## src/kcsb_pkg.sv

```systemverilog
package kcsb_pkg;

    // One sample of the keyboard bus plus the byte that the host side offers.
    typedef struct packed {
        logic       clock_level;
        logic       scan_enable;
        logic [3:0] column_lines;
        logic [2:0] row_lines;
        logic       keyboard_pa7;
        logic       keyboard_ca2;
        logic       host_byte_valid;
        logic [7:0] host_byte;
    } t_in_item;

    // The lines driven back onto the bus and the exchange with the host side.
    typedef struct packed {
        logic       pa7_out;
        logic       pa7_drive_on;
        logic       ca2_out;
        logic       tx_valid;
        logic [7:0] tx_byte;
        logic       host_byte_taken;
    } t_out_item;

    // Hidden columns used for the byte exchange.
    localparam logic [3:0] COL_ACK       = 4'hA;
    localparam logic [3:0] COL_TX_DATA   = 4'hC;
    localparam logic [3:0] COL_TX_PREFIX = 4'hD;
    localparam logic [3:0] COL_RX_READ   = 4'hE;
    localparam logic [3:0] COL_STATUS    = 4'hF;

    // Columns up to this one belong to the real keyboard.
    localparam logic [3:0] COL_KEYS_MAX = 4'd9;

    // Status rows in the status column.
    localparam logic [2:0] ROW_RX_PENDING = 3'd7;
    localparam logic [2:0] ROW_TX_IDLE    = 3'd6;
    localparam logic [2:0] ROW_ACK        = 3'd0;

    // Markers for an address history that holds no valid entry.
    localparam logic [4:0] COL_INVALID = 5'd16;
    localparam logic [3:0] ROW_INVALID = 4'd8;

    function automatic logic [3:0] rev4(input logic [3:0] v);
        return {v[0], v[1], v[2], v[3]};
    endfunction

    function automatic logic [2:0] rev3(input logic [2:0] v);
        return {v[0], v[1], v[2]};
    endfunction

endpackage

```

## src/kcsb_in_if.sv

```systemverilog
interface kcsb_in_if;
    logic                valid;
    logic                ready;
    kcsb_pkg::t_in_item  data;

    modport source(output valid, output data, input ready);
    modport sink(input valid, input data, output ready);
endinterface

```

## src/kcsb_out_if.sv

```systemverilog
interface kcsb_out_if;
    logic                valid;
    logic                ready;
    kcsb_pkg::t_out_item data;

    modport source(output valid, output data, input ready);
    modport sink(input valid, input data, output ready);
endinterface

```

## src/kcsb_bus_core.sv

```systemverilog
module kcsb_bus_core (
    input  logic                i_clk,
    input  logic                i_rst_n,
    input  logic                i_step,
    input  kcsb_pkg::t_in_item  i_item,
    output kcsb_pkg::t_out_item o_result
);
    import kcsb_pkg::*;

    typedef struct packed {
        logic       clock_prev;
        logic [3:0] column_index;
        logic [2:0] row_index;
        logic [4:0] last_column;
        logic [3:0] last_row;
        logic [4:0] settled_column;
        logic [7:0] tx_shift;
        logic       tx_flag;
        logic       tx_ack_flag;
        logic [7:0] rx_byte;
        logic       rx_flag;
        logic       rx_ack_flag;
        logic       pa7_bit;
        logic       drive_latch;
    } t_state;

    t_state r_st;
    t_state n_st;

    logic       w_rising;
    logic [3:0] w_col;
    logic [2:0] w_row;
    logic       w_stable;

    assign w_rising = !r_st.clock_prev && i_item.clock_level;
    assign w_col    = rev4(i_item.column_lines);
    assign w_row    = rev3(i_item.row_lines);
    assign w_stable = (r_st.last_column == {1'b0, w_col}) && (r_st.last_row == {1'b0, w_row});

    always_comb begin
        n_st            = r_st;
        n_st.clock_prev = i_item.clock_level;
        o_result        = '0;

        if (w_rising) begin
            n_st.drive_latch = !i_item.scan_enable;
            if (i_item.scan_enable) begin
                n_st.column_index   = r_st.column_index + 4'd1;
                n_st.last_column    = COL_INVALID;
                n_st.last_row       = ROW_INVALID;
                n_st.settled_column = COL_INVALID;
            end else begin
                n_st.column_index = w_col;
                n_st.row_index    = w_row;
                n_st.pa7_bit      = 1'b0;
                if (w_stable) begin
                    if (w_col == COL_TX_DATA) begin
                        if (r_st.settled_column == {1'b0, COL_TX_PREFIX}) begin
                            n_st.tx_shift = {w_row, r_st.tx_shift[7:3]};
                        end
                    end else if (w_col == COL_ACK && w_row == ROW_ACK) begin
                        if (r_st.settled_column == {1'b0, COL_TX_DATA}) begin
                            n_st.tx_flag = !r_st.tx_ack_flag;
                            n_st.pa7_bit = 1'b1;
                        end else if (r_st.settled_column == {1'b0, COL_RX_READ}) begin
                            n_st.rx_ack_flag = r_st.rx_flag;
                            n_st.pa7_bit     = 1'b1;
                        end
                    end
                    n_st.settled_column = {1'b0, w_col};
                end
                if (w_col == COL_RX_READ) begin
                    n_st.pa7_bit = r_st.rx_byte[w_row];
                end else if (w_col == COL_STATUS) begin
                    if (w_row == ROW_RX_PENDING) begin
                        n_st.pa7_bit = (r_st.rx_flag != r_st.rx_ack_flag);
                    end else if (w_row == ROW_TX_IDLE) begin
                        n_st.pa7_bit = (r_st.tx_flag == r_st.tx_ack_flag);
                    end
                end
                n_st.last_column = {1'b0, w_col};
                n_st.last_row    = {1'b0, w_row};
            end
            if (n_st.column_index <= COL_KEYS_MAX) begin
                n_st.pa7_bit = 1'b0;
            end
        end

        // Host side sees the bus state after this beat's update.
        if (n_st.tx_flag != n_st.tx_ack_flag) begin
            o_result.tx_valid = 1'b1;
            o_result.tx_byte  = n_st.tx_shift;
            n_st.tx_ack_flag  = n_st.tx_flag;
        end
        if (n_st.rx_flag == n_st.rx_ack_flag && i_item.host_byte_valid) begin
            n_st.rx_byte             = i_item.host_byte;
            n_st.rx_flag             = !n_st.rx_ack_flag;
            o_result.host_byte_taken = 1'b1;
        end

        o_result.pa7_out      = n_st.pa7_bit
                              | (i_item.keyboard_pa7 && (n_st.column_index <= COL_KEYS_MAX));
        o_result.pa7_drive_on = n_st.drive_latch;
        o_result.ca2_out      = i_item.keyboard_ca2;
    end

    always_ff @(posedge i_clk) begin
        if (!i_rst_n) begin
            r_st <= '0;
        end else if (i_step) begin
            r_st <= n_st;
        end
    end

    // A transmit request is always handed over in the beat that raises it.
    a_tx_never_pending: assert property (@(posedge i_clk) disable iff (!i_rst_n)
        r_st.tx_flag == r_st.tx_ack_flag)
        else $error("transmit toggle left pending");

    // A taken host byte leaves a receive byte pending for the bus side.
    a_rx_pending_after_take: assert property (@(posedge i_clk) disable iff (!i_rst_n)
        i_step && o_result.host_byte_taken |=> r_st.rx_flag != r_st.rx_ack_flag)
        else $error("host byte taken but no receive pending");

    // The driven key bit only survives on hidden columns.
    a_pa7_bit_hidden_only: assert property (@(posedge i_clk) disable iff (!i_rst_n)
        r_st.pa7_bit |-> r_st.column_index > COL_KEYS_MAX)
        else $error("own key bit set on a real keyboard column");

    // Without a processed beat the bus state does not move.
    a_state_holds: assert property (@(posedge i_clk) disable iff (!i_rst_n)
        !i_step |=> $stable(r_st))
        else $error("bus state changed without a beat");

endmodule

```

## src/keyboard_column_serial_bridge.sv

```systemverilog
// Keyboard column serial bridge. Each input beat is one synchronized sample of the keyboard
// bus (clock, enable, column and row lines, the real keyboard's PA7 and CA2) together with a
// byte that the host serial side may offer; each input beat yields exactly one output beat
// carrying the driven PA7 level, the PA7 driver enable, CA2 passed through, an optional byte
// for the host and a flag that says whether the offered host byte was taken. A rising bus
// clock edge with enable high steps the column counter; with enable low the column and row
// are decoded by bit reversal, and a stable address on hidden columns D, C and A shifts row
// bits into a transmit byte and commits it, while columns E and F read back the receive byte
// and status. A beat is registered at the input, evaluated against the bus state and written
// to an output register, so the block sustains one beat per clock cycle while the output
// register is empty or drained; the only loop is the update of the bus state register.
// While the output register holds a beat that has not been taken, one more input beat is
// still accepted into the input register.
module keyboard_column_serial_bridge (
    input  logic              i_clk,
    input  logic              i_rst_n,
    kcsb_in_if.sink           i_in,
    kcsb_out_if.source        o_out
);
    import kcsb_pkg::*;

    logic      r_in_valid;
    t_in_item  r_in_item;
    logic      r_out_valid;
    t_out_item r_out_item;
    t_out_item w_result;
    logic      w_step;

    // The input stage moves on whenever the output register is empty or being drained.
    assign w_step     = r_in_valid && (!r_out_valid || o_out.ready);
    assign i_in.ready = !r_in_valid || w_step;

    always_ff @(posedge i_clk) begin
        if (!i_rst_n) begin
            r_in_valid <= 1'b0;
        end else if (i_in.ready) begin
            r_in_valid <= i_in.valid;
        end
        if (i_in.valid && i_in.ready) begin
            r_in_item <= i_in.data;
        end
    end

    // Bus state and the per-beat decode live in the core.
    kcsb_bus_core u_core (
        .i_clk    (i_clk),
        .i_rst_n  (i_rst_n),
        .i_step   (w_step),
        .i_item   (r_in_item),
        .o_result (w_result)
    );

    always_ff @(posedge i_clk) begin
        if (!i_rst_n) begin
            r_out_valid <= 1'b0;
        end else if (w_step) begin
            r_out_valid <= 1'b1;
        end else if (o_out.ready) begin
            r_out_valid <= 1'b0;
        end
        if (w_step) begin
            r_out_item <= w_result;
        end
    end

    assign o_out.valid = r_out_valid;
    assign o_out.data  = r_out_item;

endmodule
```

## src/flat_wrapper.sv

```systemverilog
// flat-port wrapper written by rule: the top's interface ports become plain ports
module keyboard_column_serial_bridge_flat import kcsb_pkg::*;
  (i_clk, i_rst_n, i_in_valid, i_in_data, i_in_ready, o_out_valid, o_out_data, o_out_ready);
  kcsb_in_if i_in_i ();
  kcsb_out_if o_out_i ();
  input  logic i_clk;
  input  logic i_rst_n;
  input wire logic [$bits(i_in_i.valid)-1:0] i_in_valid;
  input wire logic [$bits(i_in_i.data)-1:0] i_in_data;
  output wire logic [$bits(i_in_i.ready)-1:0] i_in_ready;
  output wire logic [$bits(o_out_i.valid)-1:0] o_out_valid;
  output wire logic [$bits(o_out_i.data)-1:0] o_out_data;
  input wire logic [$bits(o_out_i.ready)-1:0] o_out_ready;
  assign i_in_i.valid = i_in_valid;
  assign i_in_i.data = i_in_data;
  assign i_in_ready = i_in_i.ready;
  assign o_out_valid = o_out_i.valid;
  assign o_out_data = o_out_i.data;
  assign o_out_i.ready = o_out_ready;
  keyboard_column_serial_bridge u_core (.i_clk(i_clk), .i_rst_n(i_rst_n), .i_in(i_in_i), .o_out(o_out_i));
endmodule
```

## config.mk

```make
export PLATFORM = sky130hd
export DESIGN_NAME = keyboard_column_serial_bridge_flat
export DESIGN_NICKNAME = d
export VERILOG_FILES = /design/src/kcsb_pkg.sv /design/src/kcsb_in_if.sv /design/src/kcsb_out_if.sv /design/src/kcsb_bus_core.sv /design/src/keyboard_column_serial_bridge.sv /design/src/flat_wrapper.sv
export SDC_FILE = /design/constraint.sdc
export NUM_CORES = 1
export LEC_CHECK = 0
export CAP_MARGIN = 10
export CORE_MARGIN = 2
export CORE_UTILIZATION = 67
export CTS_BUF_LIST = sky130_fd_sc_hd__clkbuf_16
export DETAILED_ROUTE_END_ITERATION = 12
export DONT_BUFFER_PORTS = 1
export PLACE_DENSITY_LB_ADDON = 0.12
export SYNTH_ARGS = -nofsm -noshare
export SYNTH_HDL_FRONTEND = slang
export SYNTH_SLANG_ARGS = --single-unit
```

## constraint.sdc

```tcl
create_clock -name i_clk -period 6.8 [get_ports i_clk]
set_input_delay 0.34 -clock i_clk [delete_from_list [all_inputs] [get_ports i_clk]]
set_output_delay 0.34 -clock i_clk [all_outputs]
set_load 0.1 [all_outputs]
```

## After elaboration in Yosys (flattened, before gate mapping)

Index checks and enable logic that the tools add are counted.

| word-level totals | value |
|---|---|
| word-level logic and storage cells | 105 |
| register bits | 79 |

| cells by class | value |
|---|---|
| mux-type cells | 31 |
| equality and inequality tests | 15 |
| bitwise logic cells | 2 |
| $add $sub $neg | 1 |
| $lt $le $gt $ge | 3 |
| reductions and logical operators | 23 |

Operators with widths:

| operator | count |
|---|---|
| 30-bit 2-to-1 mux | 1 |
| 14-bit 2-to-1 mux | 2 |
| 9-bit 2-to-1 mux | 2 |
| 4-bit == test (second input constant) | 4 |
| 8-bit 2-to-1 mux | 2 |
| 5-bit by 4-bit == test with 1-bit output (second input constant) | 3 |
| 1-bit 2-to-1 mux | 14 |
| 2-bit 2-to-1 mux | 5 |
| 4-bit <= comparator (second input constant) | 2 |
| 4-bit 2-to-1 mux | 2 |
| 1-bit logical AND | 7 |
| 3-bit == test (second input constant) | 2 |
| 1-bit zero test | 6 |
| 3-bit 2-to-1 mux | 2 |
| 2-bit AND reduction | 3 |
| 3-bit AND reduction | 2 |
| 5-bit by 4-bit == test with 1-bit output | 1 |
| 4-bit by 1-bit adder with 4-bit output (second input constant) | 1 |
| 4-bit by 3-bit == test with 1-bit output | 1 |
| 3-bit by 4-bit less-than comparator with 1-bit output (second input constant) | 1 |
| 2-bit nonzero test | 2 |
| 1-bit binary-select mux with 3-bit select | 1 |
| 3-bit zero test | 1 |
| 1-bit == test | 2 |
| 4 further kinds | 6 |

## Depth between registers and ports, before layout

Gate-level depths: netlist (run 1).

| depth | value |
|---|---|
| depth in word-level cells | 16 |
| gate-level depth with buffers | 9 |
| gate-level depth less buffers | 6 |

## Hierarchy

From an unflattened synthesis (run 1), not the netlist that was laid out.

| second synthesis, totals | value |
|---|---|
| cell total of the unflattened synthesis | 349 |
| area total of the unflattened synthesis | 3533.4 µm² |

By module, submodules not included:

| module | times used | area each (µm²) | cells an instance |
|---|---|---|---|
| kcsb_bus_core | 1 | 2438.6 | 307 |
| keyboard_column_serial_bridge | 1 | 1094.8 | 42 |

## Worst setup path after synthesis (run 1)

No wires, ideal clock.

| path | value |
|---|---|
| kind | reg2reg |
| from | register u_core.r_out_valid (netlist: u_core.o_out.valid) |
| to | register u_core.r_in_item[0] in the netlist's numbering, enable pin |
| arrival time | 2437 ps |
| required time | 6460 ps |
| slack | 4023 ps |
| period minus slack after synthesis | 2777 ps |
| setup time | 340 ps |
| cell stages (with the launch flop) | 4 |
| path buffers | 0 |
| path through | dfxtp_1 -> nor2b_1 -> nand2_1 -> and2_1 |

| on the way | value |
|---|---|
| cells in the longest elaborated chain, start to end | 5 |

Ends and longest elaborated chain:

| element | RTL line | text |
|---|---|---|
| from (decl) | keyboard_column_serial_bridge.sv:24 | `logic r_out_valid;` |
| from (signal assigned) | keyboard_column_serial_bridge.sv:55 | `r_out_valid <= 1'b0;` |
| from (signal assigned) | keyboard_column_serial_bridge.sv:57 | `r_out_valid <= 1'b1;` |
| from (signal assigned) | keyboard_column_serial_bridge.sv:59 | `r_out_valid <= 1'b0;` |
| 1-bit zero test | keyboard_column_serial_bridge.sv:30 | `assign w_step = r_in_valid && (!r_out_valid \|\| o_out.ready);` |
| 1-bit logical OR | keyboard_column_serial_bridge.sv:30 |  |
| 1-bit logical AND | keyboard_column_serial_bridge.sv:30 |  |
| 1-bit logical OR | keyboard_column_serial_bridge.sv:31 | `assign i_in.ready = !r_in_valid \|\| w_step;` |
| named net i_in_ready | flat_wrapper.sv:10 | `output wire logic [$bits(i_in_i.ready)-1:0] i_in_ready;` |
| 1-bit logical AND | keyboard_column_serial_bridge.sv:39 | `if (i_in.valid && i_in.ready) begin` |
| to (signal assigned) | keyboard_column_serial_bridge.sv:40 | `r_in_item <= i_in.data;` |
| to (decl) | keyboard_column_serial_bridge.sv:23 | `t_in_item r_in_item;` |

The timed path passes the listed nets, and every way through them passes these cells.
A chain may end at the register's enable or synchronous reset.

## Worst setup path after layout (run 1)

| path | value |
|---|---|
| from | register u_core.r_out_valid (netlist: u_core.o_out.valid) |
| to | register u_core.u_core.r_st[26] in the netlist's numbering |

| on the way | value |
|---|---|
| cells in the longest elaborated chain, start to end | 4 |

Ends and longest elaborated chain:

| element | RTL line | text |
|---|---|---|
| 1-bit zero test | keyboard_column_serial_bridge.sv:30 |  |
| 1-bit logical OR | keyboard_column_serial_bridge.sv:30 |  |
| 1-bit logical AND | keyboard_column_serial_bridge.sv:30 |  |
| 3-bit AND reduction (no source line) | -- |  |
| to (signal assigned) | kcsb_bus_core.sv:111 | `r_st <= n_st;` |
| to (decl) | kcsb_bus_core.sv:27 | `t_state r_st;` |

No other way between the ends.

==> impl_metrics.py, run 1 <==
metrics = {
    "outcome": {
        "status": "finished, final reports clean",
    },
    "yosys": {
        "synth.avg_cell_area_um2": 10.1,
        "synth.area.top_cells": "edfxtp_1 (29%), dfxtp_1 (25%), nand2_1 (6.8%)",
        "async_flop_share_pct": 0,
        "yosysMostFrequentCell": "nand2_1",
        "ys_seq_area_share_pct": 54.5,
        "synth_seq_cells": 75,
        "synth-edff-count": 33,
        "syn_nets": 358,
        "yosys_warnings": 0,
        "yosysUniqueCellTypes": 52,
        "netlist_area_um2": 3360,
        "synth_commonest_cells": "nand2_1 (61), dfxtp_1 (42), a21oi_1 (35)",
        "synth-main-ff-cell": "dfxtp_1",
        "synthCells": 333,
        "synth_top_area_share_pct": 29.5,
        "synth_largest_area_cell": "edfxtp_1",
    },
    "timing": {
        "hold_viol": 0,
        "post-route-period-util_pct": 48.6,
        "max_freq_ghz": 0.303,
        "finalSetupTns_ps": 0,
        "fin_ws_ps": 3500,
        "post-route-min-period_ps": 3300,
        "drv_slew": 0,
        "finClkSkew_ps": 5.61,
        "tightestPinTransition_ps": 1020,
        "setup_violations": 0,
        "relSlewSlack_pct": 32.2,
        "rsz0062_at_grt": "no",
    },
    "power": {
        "p_per_area_nw_per_um2": 293,
        "power.leakage_nw": 1.24,
        "ir_worst_vdd_mv": 0.207,
    },
    "layout": {
        "postLayoutCellArea_um2": 3660,
        "diodes": 0,
        "fin_util_pct": 76.5,
        "fin_nets": 350,
        "synthToLayoutAreaGrowth_pct": 9.01,
        "drive_above_1_share_pct": 8.18,
        "fill_cells": 312,
    },
    "cts": {
        "post_cts_buffers": 0,
        "worstSkewPairLatency_ps": 330,
        "clock-root-buffer": "clkbuf_16",
        "tritoncts": "done",
        "clk_pin_slew_ps": 60,
        "clockBufferDepth": 2,
        "cts_resized": 0,
        "h-tree-depth": 3,
        "numCtsBuffers": 9,
        "cts_hold_buf": 0,
        "cts_sinks": 75,
    },
    "floorplan": {
        "num_io_pins": 39,
        "fp.dieW_um": 74.8,
        "core.rowCount": 25,
        "die_height_um": 74.8,
        "initial_core_util_pct": 70.2,
        "coreArea_um2": 4790,
        "dieArea_um2": 5600,
    },
    "route": {
        "dr.pass1.iters": 4,
        "wirelength_um": 6380,
        "ant_nets": 0,
        "dr_total_vias": 2446,
        "drc_errors": 0,
        "wl_per_cell_um": 16.1,
        "avgViaCountPerCell": 6.16,
        "drtIter0Drc": 266,
    },
    "worst_setup_path": {
        "worstPathMaxFanout": 26,
        "critPathKind": "reg -> reg",
        "arrival_ps": 3470,
        "end_kind": "flop",
        "required_ps": 6970,
        "critPathLaunchType": "flop",
    },
    "hold_path": {
        "hp-class": "in -> reg",
    },
    "grt": {
        "antenna_found_initial": 0,
        "grt_max_degree": 32,
        "grt_pass1_vias": 2263,
        "grt_pass1_wl_um": 10600,
        "grt_overflow": 0,
        "grtUsageTotal_pct": 25.7,
    },
    "flow_run": {
        "maxCapViolCount": 0,
    },
    "placed_design": {
        "portBuffers": 0,
        "dp_slack_ps": 3540,
        "gp_congestion": 0.863,
        "dpl_cell_area_um2": 3350,
        "dp_hpwl_um": 4170,
    },
}
## registers in the layout, indices dropped and copies added, names as in the netlist
name	cells
u_core.o_out.data	13
u_core.o_out.valid	1
u_core.u_core.r_st	40
u_core.r_in_item	20
u_core.r_in_valid	1
## placed cells by master (no fill, tap or decap), drive strengths merged, types with 2 or more instances in the layout
cell type,synthesis,routed
o21a,3,3
o21ai,17,17
mux2i,13,13
nor2,10,10
nand3,14,14
or4,5,5
or3b,2,2
xor2,10,10
nor2b,5,5
nand4,6,6
a21boi,3,3
nor3,4,4
o31ai,4,4
edfxtp,33,33
nand3b,2,2
nand2,61,61
o31a,2,2
clkinv,1,4
clkbuf,11,9
a21oi,36,36
mux4,2,2
or2,2,2
nor4b,2,2
bufinv,0,2
dfxtp,42,42
nor4,7,7
a21o,4,4
inv,6,7
## metrics by stage
| stage | std cells | hold WS (ps) | power (mW) |
|---|---|---|---|
| floorplan | 333 | 400 | 0.581 |
| global placement | 381 | 401 | 0.591 |
| detailed placement | 381 | 437 | 0.593 |
| CTS | 397 | 97.2 | 1.08 |
| global route | 397 | 93.9 | 1.10 |
| finish | 397 | 102 | 1.07 |
## routing by layer
metal | GRT usage, % | routed length (um) | part of all wire (%) | vias up
li1 | - | - | - | 1181
met1 | 34.6 | 2860 | 45 | 1170
met2 | 36.9 | 3030 | 47 | 84
met3 | 8.70 | 374 | 5.9 | 11
met4 | 13.1 | 118 | 1.8 | 0
met5 | 0 | 0 | 0 | -
## report_power, final
part | internal [mW] | switching (mW)
Combinational | 0.0177 | 0.0342
Sequential | 0.490 | 0.0436
Clock | 0.316 | 0.171
Total | 0.824 | 0.249
## path summary, 6_finish.rpt
check,start,depth (start not counted),slack (ps),to
max,u_core.o_out.valid$_SDFFE_PN0P_,6,3500,u_core.u_core.r_st[26]$_SDFFE_PN0P_
min,i_in_data[5],0,100,u_core.r_in_item[5]$_DFFE_PP_
max reg2reg,u_core.o_out.valid$_SDFFE_PN0P_,6,3500,u_core.u_core.r_st[26]$_SDFFE_PN0P_
min reg2reg,u_core.r_in_item[9]$_DFFE_PP_,0,440,u_core.o_out.data[10]$_DFFE_PP_
## logic make-up after synthesis
| kind of cell | synth area share (%) |
|---|---|
| and+or+nand+nor | 19.5 |
| AOI/OAI and AO/OA | 13.5 |
| DFF | 54.5 |
| buffers and inverters | 3.69 |
| muxes | 5.55 |
| xor gates and xnor gates | 2.87 |
| adders and majority gates | 0.372 |
## worst max-delay path: stages, from the launching register on
cell      delay (ps)
dfxtp_1          640
nand2b_1         270
nand2_1          390
inv_1            810
nand2_1          560
o31ai_1          360
a21oi_1          100
## layout make-up
class	count	area (um2)	share of cell area, %
clock buffers	9	225	6.15
clock inverters	7	83.8	2.29
multi-input cells	231	1410	38.4
inverters	7	26.3	0.717
repair buffers	1	7.51	0.205
flip-flops and latches	75	1830	50.0
well taps	67	83.8	2.29
Power figures use the tool's default switching activity.
==> run 2, diff against run 1 <==
Settings changed: ABC_AREA set to 1, CORE_UTILIZATION 67 to 57.
Clock period 6.8 ns to 2.9 ns, I/O delays scaled along.
==> run 2 against run 1 <==
Net effect:
- core utilization decreased by 7.9 points
- synthesized cell count up 27%
- clock skew hardly changed
- via count is 11% higher
- sequential cell count stayed put
- critical path depth up 2
- non-clock buffer count rose by 25
- global-route usage down 2.1 points
- critical path type unchanged
- routed wire length rose by 9.4%
- fmax rose by 60%
- die area increased by 18%
==> impl_metrics.py, run 2 <==
metrics = {
    "worst_setup_path": {
        "r2r_start": "u_core.r_in_item[18]$_DFFE_PP_",
        "cp_num_buf_inv": 2,
        "reg2reg_depth": 8,
        "critPathLaunchType": "flop",
        "slowest_stage": "edfxtp_1",
        "critPathKind": "reg -> reg",
        "arrival_ps": 2160,
        "regToRegEndpoint": "u_core.o_out.data[8]$_SDFFCE_PP0P_",
        "slowest_delay_ps": 470,
        "end_kind": "flop",
        "required_ps": 2990,
        "crit_chain": "inv_1 -> nand2_1 -> nor3_1 -> nand2_2 -> nand2_1 -> o21ai_1 -> nand2_1 -> inv_1",
        "r2r_setup_slack_ps": 830,
        "worst_path_most_repeated_cell": "nand2_1",
        "crit_family": "simple AND/OR/NAND/NOR gates",
        "worstPathMaxFanout": 16,
    },
    "cts": {
        "clock-root-buffer": "clkbuf_16",
        "tritoncts": "done",
        "clk_pin_slew_ps": 60,
        "cts_sinks": 75,
        "worstSkewPairLatency_ps": 330,
        "clockBufferDepth": 2,
        "numCtsBuffers": 9,
        "h-tree-depth": 3,
    },
    "layout": {
        "diodes": 0,
        "top_register": "u_core.u_core.r_st",
        "largest_reg_flops": 40,
        "drive_above_1_share_pct": 9.47,
        "fin_nets": 474,
        "regArea_um2": 1830,
        "postLayoutCellArea_um2": 4010,
        "final_common_cell": "nand2_1",
        "synthToLayoutAreaGrowth_pct": 17.7,
        "fill_cells": 455,
        "multi_input_area_um2": 1260,
        "layout_common_cells": "nand2_1 (110), inv_1 (61), nor2_1 (46)",
    },
    "power": {
        "switchingPower_mw": 0.651,
        "pwr-share-comb_pct": 8.0,
        "power.leakage_nw": 1.76,
        "pwr-share-seq_pct": 47.6,
        "ir_worst_vdd_mv": 0.421,
        "power_mw": 2.64,
        "sw_frac_of_total_pct": 24.7,
        "p_per_area_nw_per_um2": 657,
        "p_clk_share_pct": 44.4,
        "p_int_mw": 1.99,
    },
    "yosys": {
        "synth_commonest_cells": "nand2_1 (110), inv_1 (61), nor2_1 (46)",
        "netlist_area_um2": 3410,
        "synth_top_area_share_pct": 29.1,
        "syn_nets": 448,
        "yosysMostFrequentCell": "nand2_1",
        "synth.avg_cell_area_um2": 8.06,
        "yosysUniqueCellTypes": 31,
        "synth.area.top_cells": "edfxtp_1 (29%), dfxtp_1 (25%), nand2_1 (12%)",
        "synth_largest_area_cell": "edfxtp_1",
        "yosys_warnings": 0,
        "synthCells": 423,
        "synth-edff-count": 33,
        "async_flop_share_pct": 0,
        "synth-main-ff-cell": "dfxtp_1",
        "ys_seq_area_share_pct": 53.7,
        "synth_seq_cells": 75,
    },
    "grt": {
        "grt_pass1_vias": 2509,
        "antenna_found_initial": 0,
        "grt_max_degree": 29,
        "grt_pass1_wl_um": 11600,
        "grt_overflow": 0,
        "grtUsageTotal_pct": 23.5,
    },
    "floorplan": {
        "core.rowCount": 28,
        "coreArea_um2": 5850,
        "dieArea_um2": 6620,
        "num_io_pins": 39,
        "die_height_um": 81.3,
        "fp.dieW_um": 81.3,
        "initial_core_util_pct": 58.3,
    },
    "hold_path": {
        "min_path_cells": 3,
        "hp-class": "in -> reg",
        "holdPathEnd": "u_core.o_out.valid$_SDFFE_PN0P_",
        "hold_start": "o_out_ready",
    },
    "route": {
        "drtIter0Drc": 214,
        "dr.pass1.iters": 4,
        "wirelength_um": 6980,
        "ant_nets": 0,
        "wl_per_cell_um": 13.2,
        "avgViaCountPerCell": 5.14,
        "dr_total_vias": 2717,
        "drc_errors": 0,
    },
    "placed_design": {
        "dpl_cell_area_um2": 3480,
        "dp_hpwl_um": 4600,
        "portBuffers": 0,
        "gp_congestion": 0.906,
    },
    "timing": {
        "max_freq_ghz": 0.483,
        "hold_viol": 0,
        "post-route-min-period_ps": 2070,
        "rsz0062_at_grt": "no",
        "finalSetupTns_ps": 0,
        "finClkSkew_ps": 5.94,
        "relSlewSlack_pct": 38.9,
        "post-route-period-util_pct": 71.4,
        "drv_slew": 0,
        "setup_violations": 0,
        "tightestPinTransition_ps": 918,
    },
    "outcome": {
        "status": "finished, final reports clean",
    },
    "flow_run": {
        "maxCapViolCount": 0,
    },
}
## run 2: cell types whose count changed in the layout (fill, tap and decap cells not counted), moves of 8 or more
cell / delta
nor2_1: +36
mux2i_1: -13
xor2_1: -9
inv_1: +54
nand2_1: +49
a21oi_1: -11
o21ai_1: +8
inv_2: +8
dlygate4sd3_1: +22
## run 2: logic make-up after synthesis
| kind of cell | share of synthesized area [%] |
|---|---|
| simple gates | 26.5 |
| compound gates | 9.47 |
| xor+xnor | 0.514 |
| fa+ha+maj | 0.367 |
| buf+inv | 9.43 |
| flops | 53.7 |
## run 2: worst register-to-register path: cells and delay by family, from the launching register on
kind / cells / cell delay, ps
and+or+nand+nor: 5 / 900
buffers and inverters: 2 / 380
DFF: 1 / 470
AOI/OAI and AO/OA: 1 / 80
## run 2: per-stage QoR
step	setup slack (ps)	util, %	hold WS [ps]	cells
2_1_floorplan	337	-	244	423
3_3_place_gp	863	59.4	244	491
3_5_place_dp	844	59.4	244	491
4_1_cts	836	68.6	31.5	529
5_1_grt	584	68.6	42.1	529
6_report	830	68.6	32.1	529
## run 2: how the worst max path moves through the flow
| stage | start | end | slack [ps] | cells after the start |
|---|---|---|---|---|
| floorplan | u_core.o_out.valid$_SDFFE_PN0P_ | u_core.r_in_item[0]$_DFFE_PP_ | 340 | 3 |
| global placement | u_core.r_in_item[18]$_DFFE_PP_ | u_core.o_out.data[5]$_SDFFCE_PP0P_ | 860 | 8 |
| detailed placement | u_core.r_in_item[18]$_DFFE_PP_ | u_core.o_out.data[4]$_SDFFCE_PP0P_ | 840 | 8 |
| CTS | u_core.r_in_item[18]$_DFFE_PP_ | u_core.o_out.data[4]$_SDFFCE_PP0P_ | 840 | 8 |
| global route | u_core.r_in_item[18]$_DFFE_PP_ | u_core.u_core.r_st[15]$_SDFFE_PN0P_ | 580 | 8 |
| finish | u_core.r_in_item[18]$_DFFE_PP_ | u_core.o_out.data[8]$_SDFFCE_PP0P_ | 830 | 8 |
## run 2: metal layers
layer,routed length [um],vias up,global-route usage (%)
li1,-,1406,-
met1,3070,1232,29.8
met2,3420,74,38.1
met3,395,5,6.00
met4,89,0,9.66
met5,0,-,0
## run 2: final cells by class
class	count	area share, %
well taps	75	2.34
inverters	69	6.45
multi-input cells	268	31.4
clock inverters	7	2.31
flip-flops and latches	75	45.6
clock buffers	9	5.61
repair buffers	26	6.23
## run 2: what timing repair did
item,4_1_cts,5_1_grt
hold buffers,22,0
buffers inserted,0,0
endpoints found under the hold margin,31,0
gates resized for setup,0,0
## run 2: power groups by stage
stage               clock [mW]  combinational, mW  sequential (mW)
finish                    1.17              0.211             1.26
global route              1.23              0.240             1.26
CTS                       1.19              0.211             1.26
detailed placement           0              0.183             1.28
global placement             0              0.180             1.28
floorplan                    0              0.149             1.27
==> run 3, diff against run 2 <==
Clock period 2.9 ns to 1.75 ns, I/O delays scaled along.
==> run 3 against run 2 <==
Net effect:
- the flow now finishes with violations (negative hold slack, negative setup slack)
- sequential share of layout area down 5.0 points
- routed wire length up 15%
- critical path depth is the same
- non-clock buffer count grew 42
- design area increased by 12%
- via count increased by 10%
- combinational power rose to 2.8 times the previous value
- global-route usage grew 0.29 points
- setup slack lost 840 ps
- core utilization up 8.5 points
- hold slack worse by 150 ps
- die area stayed put
- largest cell class unchanged
==> impl_metrics.py, run 3 (synthesis gave the netlist of run 2 again) <==
metrics = {
    "layout": {
        "layout_common_cells": "nand2_1 (99), inv_1 (63), buf_4 (43)",
        "top_register": "u_core.u_core.r_st",
        "diodes": 0,
        "fin_nets": 520,
        "postLayoutCellArea_um2": 4510,
        "drive_above_1_share_pct": 22.2,
        "instances_no_fill": 575,
        "largest_reg_flops": 40,
        "synthToLayoutAreaGrowth_pct": 32.4,
        "final_common_cell": "nand2_1",
    },
    "timing": {
        "finalSetupTns_ps": -7.56,
        "tightestPinTransition_ps": 499,
        "max_freq_ghz": 0.569,
        "rsz0062_at_grt": "yes",
        "drv_slew": 0,
        "holdWs_ps": -115,
        "hold_viol": 10,
        "post-route-period-util_pct": 100,
        "relSlewSlack_pct": 66.7,
        "fin_ws_ps": -7.56,
        "post-route-min-period_ps": 1760,
        "finClkSkew_ps": 7.87,
        "setup_violations": 1,
    },
    "power": {
        "switchingPower_mw": 1.09,
        "pwr-share-seq_pct": 46.8,
        "p_int_mw": 3.15,
        "p_per_area_nw_per_um2": 938,
        "sw_frac_of_total_pct": 25.6,
        "ir_worst_vdd_mv": 0.726,
        "power_mw": 4.23,
        "pwr-share-comb_pct": 13.8,
        "power.leakage_nw": 2.01,
        "p_clk_share_pct": 39.4,
    },
    "cts": {
        "numCtsBuffers": 9,
        "h-tree-depth": 3,
        "cts_sinks": 75,
        "clock-root-buffer": "clkbuf_16",
        "tritoncts": "done",
        "clockBufferDepth": 2,
        "cts_hold_buf": 21,
        "worstSkewPairLatency_ps": 320,
        "clk_pin_slew_ps": 60,
    },
    "route": {
        "drtIter0Drc": 202,
        "dr_total_vias": 2996,
        "ant_nets": 0,
        "avgViaCountPerCell": 5.21,
        "wirelength_um": 8030,
        "dr.pass1.iters": 5,
        "drc_errors": 0,
        "wl_per_cell_um": 14.0,
    },
    "worst_setup_path": {
        "slowest_stage": "edfxtp_1",
        "cp_num_buf_inv": 1,
        "required_ps": 1800,
        "critPathLaunchType": "flop",
        "r2r_setup_slack_ps": -8,
        "end_kind": "flop",
        "worstPathMaxFanout": 5,
        "critPathKind": "reg -> reg",
        "crit_family": "simple AND/OR/NAND/NOR gates",
        "slowest_delay_ps": 470,
        "arrival_ps": 1810,
        "r2r_start": "u_core.r_in_item[12]$_DFFE_PP_",
        "regToRegEndpoint": "u_core.o_out.data[12]$_DFFE_PP_",
        "worst_path_most_repeated_cell": "nand3_1",
        "reg2reg_depth": 8,
        "crit_chain": "buf_4 -> nand3_1 -> nand2_1 -> nand3b_1 -> nand3_1 -> nand2_1 -> o21bai_1 -> nand3_1",
    },
    "floorplan": {
        "core.rowCount": 28,
        "num_io_pins": 39,
        "fp.dieW_um": 81.3,
        "die_height_um": 81.3,
        "dieArea_um2": 6620,
        "coreArea_um2": 5850,
        "initial_core_util_pct": 58.3,
    },
    "grt": {
        "grtUsageTotal_pct": 23.8,
        "grt_pass1_wl_um": 12000,
        "grt_pass1_vias": 2701,
        "grt_max_degree": 29,
        "antenna_found_initial": 0,
        "grt_overflow": 0,
    },
    "hold_path": {
        "hp-class": "in -> reg",
        "holdPathEnd": "u_core.u_core.r_st[9]$_SDFFE_PN0P_",
        "min_path_cells": 2,
        "hold_start": "i_rst_n",
    },
    "outcome": {
        "violations": "negative hold slack, negative setup slack",
        "status": "finished with violations",
    },
    "placed_design": {
        "gp_congestion": 0.898,
        "portBuffers": 0,
        "dp_hpwl_um": 4760,
        "dp.cells": 522,
        "dpl_cell_area_um2": 3760,
    },
    "flow_run": {
        "maxCapViolCount": 0,
    },
}
## run 3: worst max-delay path by stage
stage                                         from                                  end  slack [ps]  cells after the start
floorplan           u_core.r_in_item[13]$_DFFE_PP_  u_core.u_core.r_st[10]$_SDFFE_PN0P_          -6                     11
global placement    u_core.r_in_item[12]$_DFFE_PP_  u_core.u_core.r_st[10]$_SDFFE_PN0P_          30                     10
detailed placement  u_core.r_in_item[14]$_DFFE_PP_   u_core.u_core.r_st[6]$_SDFFE_PN0P_           4                     11
CTS                 u_core.r_in_item[12]$_DFFE_PP_   u_core.u_core.r_st[6]$_SDFFE_PN0P_           2                     11
global route        u_core.r_in_item[12]$_DFFE_PP_   u_core.u_core.r_st[5]$_SDFFE_PN0P_        -130                     11
finish              u_core.r_in_item[12]$_DFFE_PP_      u_core.o_out.data[12]$_DFFE_PP_          -8                      8
## run 3: worst register-to-register path, cell delays in order (launching register included)
cell and delay [ps]:
edfxtp_1 470, buf_4 200, nand3_1 80, nand2_1 60, nand3b_1 210, nand3_1 140
nand2_1 60, o21bai_1 170, nand3_1 110
## run 3: per-stage QoR
step                hold slack, ps  util (%)  setup WS [ps]
floorplan                      186         -          -6.05
global placement               186      64.2           30.8
detailed placement             186      64.2           3.85
CTS                           -117      72.6           2.46
global route                  -114      77.1           -130
finish                        -115      77.1          -7.56
## run 3: timing repair
item	in CTS	in global routing
endpoints found under the hold margin	31	10
endpoints found under the setup margin	1	42
setup buffers	1	11
resized for setup	0	40
gates cloned	0	4
pin swaps	0	11
## run 3: cell type report
class | count | area (um2)
flip-flops and latches | 75 | 1840
fillers | 404 | 1340
clock buffers | 10 | 250
clock inverters | 6 | 25.0
multi-input cells | 272 | 1450
well taps | 75 | 93.8
repair buffers | 68 | 604
inverters | 69 | 259
## run 3: power by group through the flow
stage	Combinational [mW]	Sequential [mW]	Clock, mW
final	0.585	1.98	1.67
after global routing	0.639	1.99	1.77
after CTS	0.516	1.97	1.69
after detailed placement	0.475	2.01	0
after global placement	0.467	2.01	0
after floorplan	0.249	2.11	0
## run 3: layer usage
layer | GRT usage, % | wire [um] | part of all wire, %
met1 | 29.0 | 3390 | 42
met4 | 14.1 | 310 | 3.9
met2 | 39.3 | 3980 | 50
met5 | 0 | 0 | 0
met3 | 4.11 | 347 | 4.3
